**config.mk**
```make
export PLATFORM = sky130hd
export DESIGN_NAME = lfu_cache_with_lru_tiebreak
export DESIGN_NICKNAME = d
export VERILOG_FILES = /design/src/hdl/lfu_pkg.sv /design/src/hdl/lfu_cache_with_lru_tiebreak.sv
export SDC_FILE = /design/constraint.sdc
export NUM_CORES = 2
export LEC_CHECK = 0
export BUFFER_PORTS_ARGS = -buffer_cell sky130_fd_sc_hd__clkbuf_2
export CAP_MARGIN = 15
export CORE_MARGIN = 3
export CORE_UTILIZATION = 44
export DETAILED_ROUTE_END_ITERATION = 6
export PLACE_DENSITY = 0.6
export SLEW_MARGIN = 20
export SYNTH_ARGS = -nofsm -noshare
export SYNTH_HDL_FRONTEND = slang
export SYNTH_SLANG_ARGS = --single-unit
```
**constraint.sdc**
```tcl
create_clock -name clk -period 5.48 [get_ports clk]
set_input_delay 1.096 -clock clk [delete_from_list [all_inputs] [get_ports clk]]
set_output_delay 1.096 -clock clk [all_outputs]
set_load 0.02 [all_outputs]
```
**src/hdl/lfu_pkg.sv**
```systemverilog
`default_nettype none
package lfu_pkg;
	localparam int CMD_BITS = 1;
	localparam logic CMD_GET = 1'b0;
	localparam logic CMD_PUT = 1'b1;
	localparam int CAP_BITS = 5;
	localparam logic [CAP_BITS-1:0] CAP_RESET = 5'd16;
endpackage
`default_nettype wire

```
**src/hdl/lfu_cache_with_lru_tiebreak.sv**
```systemverilog
// The entry memory has a single port, so each word is handled in passes over it: one pass
// matches the key and picks a victim; when the word hits or stores an entry, the write-back
// and a second pass renewing the ranks follow. A get miss or an ignored put skips both.
// A new word is accepted only when idle, after the previous result has been taken.
// Reset clears valid bits, occupancy, the capacity register (to 16) and the
// controller; the entry memory itself is not cleared.
`default_nettype none
module lfu_cache_with_lru_tiebreak #(
	parameter int CAPACITY   = 16,
	parameter int KEY_BITS   = 32,
	parameter int VALUE_BITS = 32,
	parameter int COUNT_BITS = 16
) (
	input  wire logic clk,
	input  wire logic arst_n,
	input  wire logic cfg_valid,
	output logic      cfg_ready,
	input  wire logic [lfu_pkg::CAP_BITS-1:0] cfg_data,
	input  wire logic s_tvalid,
	output logic      s_tready,
	// key, value
	input  wire logic [((KEY_BITS+VALUE_BITS+7)/8)*8-1:0] s_tdata,
	// command
	input  wire logic s_tuser,
	output logic      m_tvalid,
	input  wire logic m_tready,
	// read_value
	output logic [((VALUE_BITS+7)/8)*8-1:0] m_tdata,
	// hit, evicted
	output logic [1:0] m_tuser
);
	import lfu_pkg::*;

	localparam int IB = $clog2(CAPACITY);
	localparam int RB = (IB < 1) ? 1 : IB;
	localparam int OB = $clog2(CAPACITY + 1);
	localparam int EW = KEY_BITS + VALUE_BITS + COUNT_BITS + RB;
	localparam logic [COUNT_BITS-1:0] CMAX = '1;

	typedef struct packed {
		logic [KEY_BITS-1:0]   key;
		logic [VALUE_BITS-1:0] val;
		logic [COUNT_BITS-1:0] cnt;
		logic [RB-1:0]         rank;
	} entry_t;

	typedef enum logic [2:0] {S_IDLE, S_SCAN, S_DEC, S_ACT, S_REN, S_OUT} state_t;

	state_t state_q;
	entry_t mem [CAPACITY];
	entry_t rd_q;
	logic [CAPACITY-1:0] valid_q;
	logic [OB-1:0] occ_q;
	logic [CAP_BITS-1:0] cap_q;

	logic cmd_q;
	logic [KEY_BITS-1:0] key_q;
	logic [VALUE_BITS-1:0] val_q;
	logic [IB:0] addr_q;   // read address counter
	logic [IB:0] cidx_q;   // index of data arriving in rd_q
	logic rdv_q;
	logic found_q, hv_q, ev_q, renew_q;
	logic [IB-1:0] slot_q, vic_q;
	logic [COUNT_BITS-1:0] vcnt_q;
	logic [RB-1:0] vrank_q, thr_q;
	logic [1:0] mode_q; // rank pass: 0 touch, 1 evict+insert, 2 insert
	logic [VALUE_BITS-1:0] rv_q;
	logic hit_o_q, ev_o_q;

	logic [IB-1:0] ci;
	logic we;
	logic [IB-1:0] wa;
	entry_t wd;
	entry_t mod;
	logic cvalid;
	logic [OB-1:0] cap_eff;
	logic [IB-1:0] free_idx;
	logic have_free;

	assign ci = cidx_q[IB-1:0];
	assign cvalid = valid_q[ci];
	assign cap_eff = (cap_q > CAPACITY[CAP_BITS-1:0] && CAPACITY < 32) ?
		OB'(CAPACITY) : OB'(cap_q);

	always_comb begin
		free_idx = '0;
		have_free = 1'b0;
		for (int i = CAPACITY - 1; i >= 0; i--) begin
			if (!valid_q[i]) begin
				free_idx = IB'(i);
				have_free = 1'b1;
			end
		end
	end

	// Rank update of the entry just read back during the rank pass.
	always_comb begin
		mod = rd_q;
		case (mode_q)
			2'd0: if (rd_q.rank < thr_q) mod.rank = rd_q.rank + 1'b1;
			2'd1: if (rd_q.rank < thr_q) mod.rank = rd_q.rank + 1'b1;
			default: mod.rank = rd_q.rank + 1'b1;
		endcase
	end

	assign s_tready = (state_q == S_IDLE);
	assign cfg_ready = (state_q == S_IDLE);
	assign m_tvalid = (state_q == S_OUT);
	assign m_tdata = {{(((VALUE_BITS+7)/8)*8-VALUE_BITS){1'b0}}, rv_q};
	assign m_tuser = {ev_o_q, hit_o_q};

	// Memory port: read one entry a cycle, write back the entry read.
	always_comb begin
		we = 1'b0;
		wa = ci;
		wd = mod;
		if (state_q == S_REN && rdv_q && cvalid && ci != slot_q) we = 1'b1;
		if (state_q == S_ACT) begin
			we = renew_q;
			wa = slot_q;
			wd = rd_q;
			if (found_q) begin
				wd.val = cmd_q ? val_q : rd_q.val;
				wd.cnt = (rd_q.cnt == CMAX) ? rd_q.cnt : rd_q.cnt + 1'b1;
			end else begin
				wd.key = key_q;
				wd.val = val_q;
				wd.cnt = COUNT_BITS'(1);
			end
			wd.rank = '0;
		end
	end

	// In the decide cycle the scan address is past the end, so the port fetches
	// the matched entry, or else the victim, for the following cycle.
	always_ff @(posedge clk) begin
		if (we) mem[wa] <= wd;
		if (state_q == S_DEC) rd_q <= mem[found_q ? slot_q : vic_q];
		else if (addr_q < CAPACITY) rd_q <= mem[addr_q[IB-1:0]];
	end

	always_ff @(posedge clk or negedge arst_n) begin
		if (!arst_n) begin
			state_q <= S_IDLE;
			valid_q <= '0;
			occ_q <= '0;
			cap_q <= CAP_RESET;
			rdv_q <= 1'b0;
			addr_q <= '0;
			cidx_q <= '0;
		end else begin
			case (state_q)
				S_IDLE: begin
					if (cfg_valid) cap_q <= cfg_data;
					if (s_tvalid) begin
						cmd_q <= s_tuser;
						key_q <= s_tdata[KEY_BITS-1:0];
						val_q <= s_tdata[KEY_BITS+VALUE_BITS-1:KEY_BITS];
						found_q <= 1'b0;
						hv_q <= 1'b0;
						addr_q <= '0;
						rdv_q <= 1'b0;
						state_q <= S_SCAN;
					end
				end
				S_SCAN: begin
					addr_q <= addr_q + 1'b1;
					cidx_q <= addr_q;
					rdv_q <= (addr_q < CAPACITY);
					if (rdv_q && cvalid) begin
						if (rd_q.key == key_q && !found_q) begin
							found_q <= 1'b1;
							slot_q <= ci;
							thr_q <= rd_q.rank;
						end
						if (!hv_q || rd_q.cnt < vcnt_q ||
						    (rd_q.cnt == vcnt_q && rd_q.rank > vrank_q)) begin
							hv_q <= 1'b1;
							vic_q <= ci;
							vcnt_q <= rd_q.cnt;
							vrank_q <= rd_q.rank;
						end
					end
					if (rdv_q && cidx_q == (IB+1)'(CAPACITY - 1)) state_q <= S_DEC;
				end
				S_DEC: begin
					rv_q <= '0;
					ev_o_q <= 1'b0;
					hit_o_q <= found_q;
					renew_q <= 1'b0;
					state_q <= S_OUT;
					if (found_q && (cmd_q == CMD_GET || cap_eff != '0)) begin
						mode_q <= 2'd0;
						renew_q <= 1'b1;
						state_q <= S_ACT;
					end else if (!found_q && cmd_q == CMD_PUT && cap_eff != '0) begin
						if (occ_q >= cap_eff && hv_q) begin
							ev_o_q <= 1'b1;
							slot_q <= vic_q;
							thr_q <= vrank_q;
							mode_q <= 2'd1;
							renew_q <= 1'b1;
							state_q <= S_ACT;
						end else if (have_free) begin
							slot_q <= free_idx;
							mode_q <= 2'd2;
							occ_q <= occ_q + 1'b1;
							renew_q <= 1'b1;
							state_q <= S_ACT;
						end
					end
				end
				S_ACT: begin
					// rd_q holds the entry fetched in the decide cycle, the matched slot on a hit.
					if (found_q && cmd_q == CMD_GET) rv_q <= rd_q.val;
					valid_q[slot_q] <= 1'b1;
					addr_q <= '0;
					rdv_q <= 1'b0;
					state_q <= S_REN;
				end
				S_REN: begin
					addr_q <= addr_q + 1'b1;
					cidx_q <= addr_q;
					rdv_q <= (addr_q < CAPACITY);
					if (rdv_q && cidx_q == (IB+1)'(CAPACITY - 1)) state_q <= S_OUT;
				end
				S_OUT: begin
					if (m_tready) state_q <= S_IDLE;
				end
				default: state_q <= S_IDLE;
			endcase
		end
	end

	property p_one_hot_out;
		@(posedge clk) disable iff (!arst_n) m_tvalid |-> !s_tready;
	endproperty
	a_out: assert property (p_one_hot_out) else $error("result and accept overlap");

	property p_occ;
		@(posedge clk) disable iff (!arst_n) occ_q <= OB'(CAPACITY);
	endproperty
	a_occ: assert property (p_occ) else $error("occupancy beyond capacity");

	property p_ev_hit;
		@(posedge clk) disable iff (!arst_n) m_tvalid |-> !(m_tuser[0] && m_tuser[1]);
	endproperty
	a_ev: assert property (p_ev_hit) else $error("eviction on a hit");
endmodule
`default_nettype wire

```
# ---- Word-level counts from Yosys, hierarchy flattened
# Memories as Yosys holds them, arrays and structs flattened.
# Index checks and enable logic that the tools add are counted.
dict set report word_totals {
  regBits 260
  latchBits 0
  ramBits 1344
  mem_bits_ro 0
  elab_cells 205
  memories 1
}
# memory words width rd rd_ports_with_merged_regs wr line_no
set mem_list {}
lappend mem_list {mem 16 84 2 0 1 lfu_cache_with_lru_tiebreak.sv:50} ;# entry_t mem [CAPACITY];
dict set report op_classes {
  n_addsub 4
  multipliers 0
  div 0
  n_lt_le_gt_ge 9
  n_eq_ne 23
  n_shift 0
  mux 93
  bitwise 5
  reduce_logical 44
}
# op count
set op_table {}
lappend op_table {{84-bit two-way mux} 3}
lappend op_table {{4-bit two-way mux} 31}
lappend op_table {{32-bit two-way mux} 3}
lappend op_table {{32-bit case mux with 2 select lines} 1}
lappend op_table {{48-bit two-way mux} 1}
lappend op_table {{32-bit == test} 1}
lappend op_table {{1-bit two-way mux} 31}
lappend op_table {{3-bit two-way mux} 8}
lappend op_table {{3-bit case mux with 6 select lines} 1}
lappend op_table {{16-bit by 1-bit adder with 16-bit output (second input constant)} 1}
lappend op_table {{16-bit == test} 1}
lappend op_table {{16-bit == test (second input constant)} 1}
lappend op_table {{16-bit less-than comparator} 1}
lappend op_table {{16-bit two-way mux} 1}
lappend op_table {{16-bit OR} 1}
lappend op_table {{4-bit case mux with 2 select lines} 2}
lappend op_table {{5-bit case mux with 3 select lines} 1}
lappend op_table {{5-bit AND reduction} 3}
lappend op_table {{7-bit AND reduction} 2}
lappend op_table {{1-bit logical AND} 13}
lappend op_table {{2-bit by 1-bit != test with 1-bit output (second input constant)} 6}
lappend op_table {{4-bit AND reduction} 3}
lappend op_table {{5-bit by 1-bit adder with 5-bit output (second input constant)} 2}
lappend op_table {{4-bit by 5-bit less-than comparator with 1-bit output (second input constant)} 2}
lappend op_table {{other kinds (32)} 58}

# ---- Longest topological paths before layout
dict set report depth {
  depth_word 21
  mapped_depth 10
  ltp_nobuf 9
}

# ---- Least setup slack after synthesis
# Ideal clock, no wire load.
dict set report synth_path {
  kind {register to register}
  start {register state_q[0]}
  end {memory mem[8][0] in the netlist's numbering (enable)}
  setup_ns 0.527
  arrival_ns 5.109
  required_ns 4.953
  slack_ns -0.156
  path_stages_with_launch 9
  n_path_buf 3
  synth_period_minus_slack_ns 5.636
  cell_sequence {dfrtp_1 clkbuf_2 inv_2 or2_1 clkbuf_1 clkbuf_1 nand2_1 o21a_1 nor2_1}
}
dict set report synth_between {
  elab_chain_cells 8
}
# element line_no
set synth_lines {}
lappend synth_lines {{from (decl)} lfu_cache_with_lru_tiebreak.sv:49} ;# state_t state_q;
lappend synth_lines {{from (signal assigned)} lfu_cache_with_lru_tiebreak.sv:144} ;# state_q <= S_IDLE;
lappend synth_lines {{from (signal assigned)} lfu_cache_with_lru_tiebreak.sv:163} ;# state_q <= S_SCAN;
lappend synth_lines {{from (signal assigned)} lfu_cache_with_lru_tiebreak.sv:184} ;# if (rdv_q && cidx_q == (IB+1)'(CAPACITY - 1)) state_q <= S_DEC;
lappend synth_lines {{3-bit == test} lfu_cache_with_lru_tiebreak.sv:117} ;# if (state_q == S_REN && rdv_q && cvalid && ci != slot_q) we = 1'b1;
lappend synth_lines {{1-bit logical AND (3 in a row)} lfu_cache_with_lru_tiebreak.sv:117}
lappend synth_lines {{1-bit two-way mux} lfu_cache_with_lru_tiebreak.sv:117}
lappend synth_lines {{1-bit two-way mux} lfu_cache_with_lru_tiebreak.sv:118} ;# if (state_q == S_ACT) begin
lappend synth_lines {{1-bit two-way mux} lfu_cache_with_lru_tiebreak.sv:137} ;# if (we) mem[wa] <= wd;
lappend synth_lines {{1-bit two-way mux (not written as such)} lfu_cache_with_lru_tiebreak.sv:137}
lappend synth_lines {{to (decl)} lfu_cache_with_lru_tiebreak.sv:50}
# Parallel ways exist; a longest one is shown, timed or not.

# ---- Final worst setup path
dict set report layout_path {
  start {register state_q[1]}
  end {memory mem[3][55] in the netlist's numbering (enable)}
}
# The elaborated chain is that of the path after synthesis.

==> impl_results.html <==
<table>
<tr><th>Metric</th><th>Value</th></tr>
<tr><th colspan="2">Status</th></tr>
<tr><td>Status</td><td>complete, no violations</td></tr>
<tr><th colspan="2">Floorplanning</th></tr>
<tr><td>Initial standard-cell utilization of the core</td><td>44.5%</td></tr>
<tr><td>Core Area</td><td>0.161 sq mm</td></tr>
<tr><td>Number of placement rows</td><td>147</td></tr>
<tr><td>Die area</td><td>0.168 sq mm</td></tr>
<tr><td>Die X-Extent</td><td>410 microns</td></tr>
<tr><td>Total I/O pin count</td><td>112</td></tr>
<tr><td>Die Height</td><td>410 microns</td></tr>
<tr><th colspan="2">Pwr</th></tr>
<tr><td>Total design power</td><td>0.0376 W</td></tr>
<tr><td>Power per cell area</td><td>463 mW/mm^2</td></tr>
<tr><td>Max VDD drop</td><td>0.359 mV</td></tr>
<tr><td>Leakage power total</td><td>25.5 nW</td></tr>
<tr><th colspan="2">Synth</th></tr>
<tr><td>Average cell area after synthesis</td><td>20.4 sq um</td></tr>
<tr><td>Post-synthesis instance total</td><td>3527</td></tr>
<tr><td>Number of distinct library cell variants in the gate-level netlist after synthesis</td><td>61</td></tr>
<tr><td>Combined area of all synthesized cells</td><td>0.0719 sq mm</td></tr>
<tr><td>Dominant register cell in the synthesized netlist</td><td>sky130_fd_sc_hd__edfxtp_1</td></tr>
<tr><td>Async S/R FF share, synth</td><td>2.50%</td></tr>
<tr><td>Portion of the post-synthesis area used by sequential elements</td><td>66.7%</td></tr>
<tr><td>Warnings from Yosys</td><td>0</td></tr>
<tr><td>Synth Net Count</td><td>3634</td></tr>
<tr><td>Number of flops mapped to enable cells by yosys</td><td>1563</td></tr>
<tr><td>Flip-flop and latch count after synthesis</td><td>1603</td></tr>
<tr><th colspan="2">Clock tree</th></tr>
<tr><td>Post-CTS Setup Repair Bufs</td><td>0</td></tr>
<tr><td>Hold-fix buffer count after cts</td><td>0</td></tr>
<tr><td>Number of clock sinks seen by CTS</td><td>1603</td></tr>
<tr><td>Clock latency on the worst-skew pair</td><td>0.80 ns</td></tr>
<tr><td>Maximum buffer depth of the clock tree</td><td>3</td></tr>
<tr><td>Clk root buf</td><td>sky130_fd_sc_hd__clkbuf_16</td></tr>
<tr><td>TritonCTS clock tree</td><td>yes</td></tr>
<tr><td>Clock transition at the registers of the reported paths</td><td>0.06 ns</td></tr>
<tr><td>CTS HTree Levels</td><td>4</td></tr>
<tr><td>Number of buffers added by the clock tree synthesis step</td><td>170</td></tr>
<tr><td>CTS-repair resized insts</td><td>0</td></tr>
<tr><th colspan="2">Setup path</th></tr>
<tr><td>Arrival time of data at the critical path endpoint</td><td>4.12 ns</td></tr>
<tr><td>Worst Setup Path Type</td><td>register to register</td></tr>
<tr><td>Worst endpoint required time</td><td>5.89 ns</td></tr>
<tr><td>Worst Setup End Kind</td><td>register</td></tr>
<tr><td>Flop-to-flop setup slack</td><td>1.77 ns</td></tr>
<tr><td>Type of element launching the critical path</td><td>register</td></tr>
<tr><td>Largest fanout of any net on the critical path</td><td>42</td></tr>
<tr><th colspan="2">Routing</th></tr>
<tr><td>Post-detailed-route via-to-cell ratio</td><td>6.39</td></tr>
<tr><td>Final ANT Viol Nets</td><td>0</td></tr>
<tr><td>Final routed DRC violation total</td><td>0</td></tr>
<tr><td>Wire length per cell after detailed routing</td><td>31.4 microns</td></tr>
<tr><td>Via total after detailed routing</td><td>38100</td></tr>
<tr><td>Routed length on met1</td><td>77900 microns</td></tr>
<tr><td>Detailed-router iteration count before antenna repair</td><td>5</td></tr>
<tr><td>Total length of routed wires</td><td>187000 microns</td></tr>
<tr><td>Total length of routed met3 wires</td><td>16200 microns</td></tr>
<tr><td>Routed wire length on met2</td><td>88700 microns</td></tr>
<tr><td>First-iteration detailed-routing DRC count</td><td>4387</td></tr>
<tr><td>Highest metal layer with signal wires</td><td>met4</td></tr>
<tr><th colspan="2">Global route</th></tr>
<tr><td>Wire length of the first global-routing pass</td><td>274000 microns</td></tr>
<tr><td>Sum of overflow across all layers after global routing</td><td>0</td></tr>
<tr><td>Tot GR Track Use</td><td>22.4%</td></tr>
<tr><td>Via count of the first global-routing pass</td><td>38900</td></tr>
<tr><td>Antenna violations before repair</td><td>2</td></tr>
<tr><td>Maximum number of pins on one net before global-route repair</td><td>131</td></tr>
<tr><th colspan="2">Placed design</th></tr>
<tr><td>Number of cells in the design after placement</td><td>5645</td></tr>
<tr><td>DP HPWL</td><td>95900 microns</td></tr>
<tr><td>Routability cong.</td><td>0.809</td></tr>
<tr><td>Quantity of I/O buffers inserted on ports</td><td>111</td></tr>
<tr><th colspan="2">Min path</th></tr>
<tr><td>Class of the most critical hold timing path</td><td>input port to asynchronous set/reset pin</td></tr>
<tr><th colspan="2">Timing</th></tr>
<tr><td>Setup repair after global routing missed its margin</td><td>no</td></tr>
<tr><td>Least-Margin Pin Slew</td><td>1.14 ns</td></tr>
<tr><td>Part of the cycle the worst path needs</td><td>67.7%</td></tr>
<tr><td>Final setup skew</td><td>0.0254 ns</td></tr>
<tr><td>Count of final setup violators</td><td>0</td></tr>
<tr><td>Relative max-transition margin</td><td>23.7%</td></tr>
<tr><td>Number of endpoints with negative hold slack in the final report</td><td>0</td></tr>
<tr><td>Fmax</td><td>270 MHz</td></tr>
<tr><td>Final worst hold slack</td><td>0.198 ns</td></tr>
<tr><td>Min cycle time layout</td><td>3.71 ns</td></tr>
<tr><td>Final Max Tran Viols</td><td>0</td></tr>
<tr><th colspan="2">Layout</th></tr>
<tr><td>Area growth from synthesis to layout</td><td>12.8%</td></tr>
<tr><td>Filler-free cell count of the finished design</td><td>5963</td></tr>
<tr><td>Number of antenna cells inserted</td><td>0</td></tr>
<tr><td>Fraction of layout instances using a drive strength above 1</td><td>34.5%</td></tr>
<tr><td>Post-layout nets</td><td>3765</td></tr>
<tr><th colspan="2">Job</th></tr>
<tr><td>Max-cap viol count</td><td>0</td></tr>
</table>
## report_power, final
part           internal (W)  switching [W]
Sequential           0.0159       0.000832
Clock               0.00665        0.00496
Combinational       0.00427        0.00496
Total                0.0268         0.0107
## layer usage
layer  global-route usage (%)  vias up
li1                         -    15500
met1                     32.7    20500
met2                     34.7     1871
met3                     4.40      275
met4                     6.22        0
met5                        0        -
## registers in the layout (all words and copies together) (netlist names), 3 cells and up
name and cells:
addr_q 5, cap_q 5, cidx_q 5, key_q 32, m_tdata 32, mem 1344, mod 80, occ_q 5
rd_q 4, slot_q 4, state_q 3, thr_q 4, val_q 32, valid_q 16, vcnt_q 16, vic_q 4
vrank_q 4
## through the flow
| step | setup TNS, ns | setup slack [ns] | utilization, % | instance area, sq um |
|---|---|---|---|---|
| floorplan | -98.88 | -0.156 | - | 71900 |
| global placement | 0 | 1.69 | 46.7 | 75400 |
| detailed placement | 0 | 1.67 | 46.7 | 75400 |
| CTS | 0 | 1.64 | 50.2 | 81100 |
| global route | 0 | 1.55 | 50.2 | 81100 |
| finish | 0 | 1.77 | 50.2 | 81100 |
## synthesized netlist by cell type (22+ instances only)
cell type | instances | area [sq um]
sky130_fd_sc_hd__mux4_2 | 760 | 17100
sky130_fd_sc_hd__mux2_2 | 40 | 450
sky130_fd_sc_hd__inv_1 | 37 | 139
sky130_fd_sc_hd__nor3_1 | 99 | 495
sky130_fd_sc_hd__a21oi_1 | 23 | 115
sky130_fd_sc_hd__edfxtp_1 | 1563 | 46900
sky130_fd_sc_hd__nand4_1 | 22 | 138
sky130_fd_sc_hd__and2_1 | 41 | 257
sky130_fd_sc_hd__mux2_1 | 30 | 338
sky130_fd_sc_hd__xor2_1 | 30 | 263
sky130_fd_sc_hd__o21ai_0 | 29 | 145
sky130_fd_sc_hd__nand2_1 | 70 | 263
sky130_fd_sc_hd__buf_2 | 82 | 410
sky130_fd_sc_hd__ha_1 | 32 | 400
sky130_fd_sc_hd__xnor2_1 | 23 | 201
sky130_fd_sc_hd__nor2_1 | 140 | 526
sky130_fd_sc_hd__o22ai_1 | 170 | 1060
sky130_fd_sc_hd__dfrtp_1 | 39 | 976
sky130_fd_sc_hd__buf_4 | 25 | 188
sky130_fd_sc_hd__buf_1 | 49 | 184
sky130_fd_sc_hd__clkbuf_1 | 88 | 330
## worst paths after layout
path	startpoint	endpoint	cells past startpoint
worst max-delay path	state_q[1]$_DFFE_PN0P_	mem[3][55]$_DFFE_PP_	6
worst min-delay path	arst_n	occ_q[0]$_DFFE_PN0P_	1
worst max register to register	state_q[1]$_DFFE_PN0P_	mem[3][55]$_DFFE_PP_	6
worst min register to register	cidx_q[4]$_DFFE_PN0P_	cidx_q[4]$_DFFE_PN0P_	2
max in group asynchronous	arst_n	addr_q[3]$_DFFE_PN0P_	2
min in group clk	s_tdata[59]	val_q[27]$_DFFE_PP_	1
## kinds of logic (layout without fill, tap and decap cells)
kind of cell	Yosys count	count (layout)	synth area share [%]
multiplexers	835	835	25.0
XOR/XNOR	53	53	0.645
AO/OA/AOI/OAI	289	289	2.55
buffers and inverters	287	563	1.81
flip-flops	1603	1603	66.7
AND/OR/NAND/NOR	428	428	2.80
adder cells (fa/ha/maj)	32	32	0.557
## cell usage in the layout (no fill, tap or decap), drive strengths merged, types with 9 or more instances in the layout
cell type and n:
a21o 9, a21oi 24, and2 41, buf 97, bufinv 18, clkbuf 304
clkinv 85, clkinvlp 13, dfrtp 39, edfxtp 1563, ha 32, inv 46
mux2 70, mux4 760, nand2 70, nand3 19, nand4 22, nor2 141
nor3 99, nor4 9, o21ai 36, o22ai 170, xnor2 23, xor2 30
## final cells by class
class | count | area (sq um)
fill | 12900 | 80400
sequential | 1603 | 48000
multi-input combinational | 1637 | 22900
clock buffer | 193 | 4360
tap | 2160 | 2700
timing repair buffer | 208 | 1750
clock inverter | 124 | 1320
inverter | 38 | 145
## critical path, stage by stage, from the launching register on
cell and delay (ns):
sky130_fd_sc_hd__dfrtp_1 0.62, sky130_fd_sc_hd__nand2b_1 0.20, sky130_fd_sc_hd__or2_1 0.59, sky130_fd_sc_hd__nor3_1 0.52, sky130_fd_sc_hd__nor2_1 0.31, sky130_fd_sc_hd__nor2_4 0.18, sky130_fd_sc_hd__buf_4 0.80
Note: power is estimated with default switching activity, not from simulation.
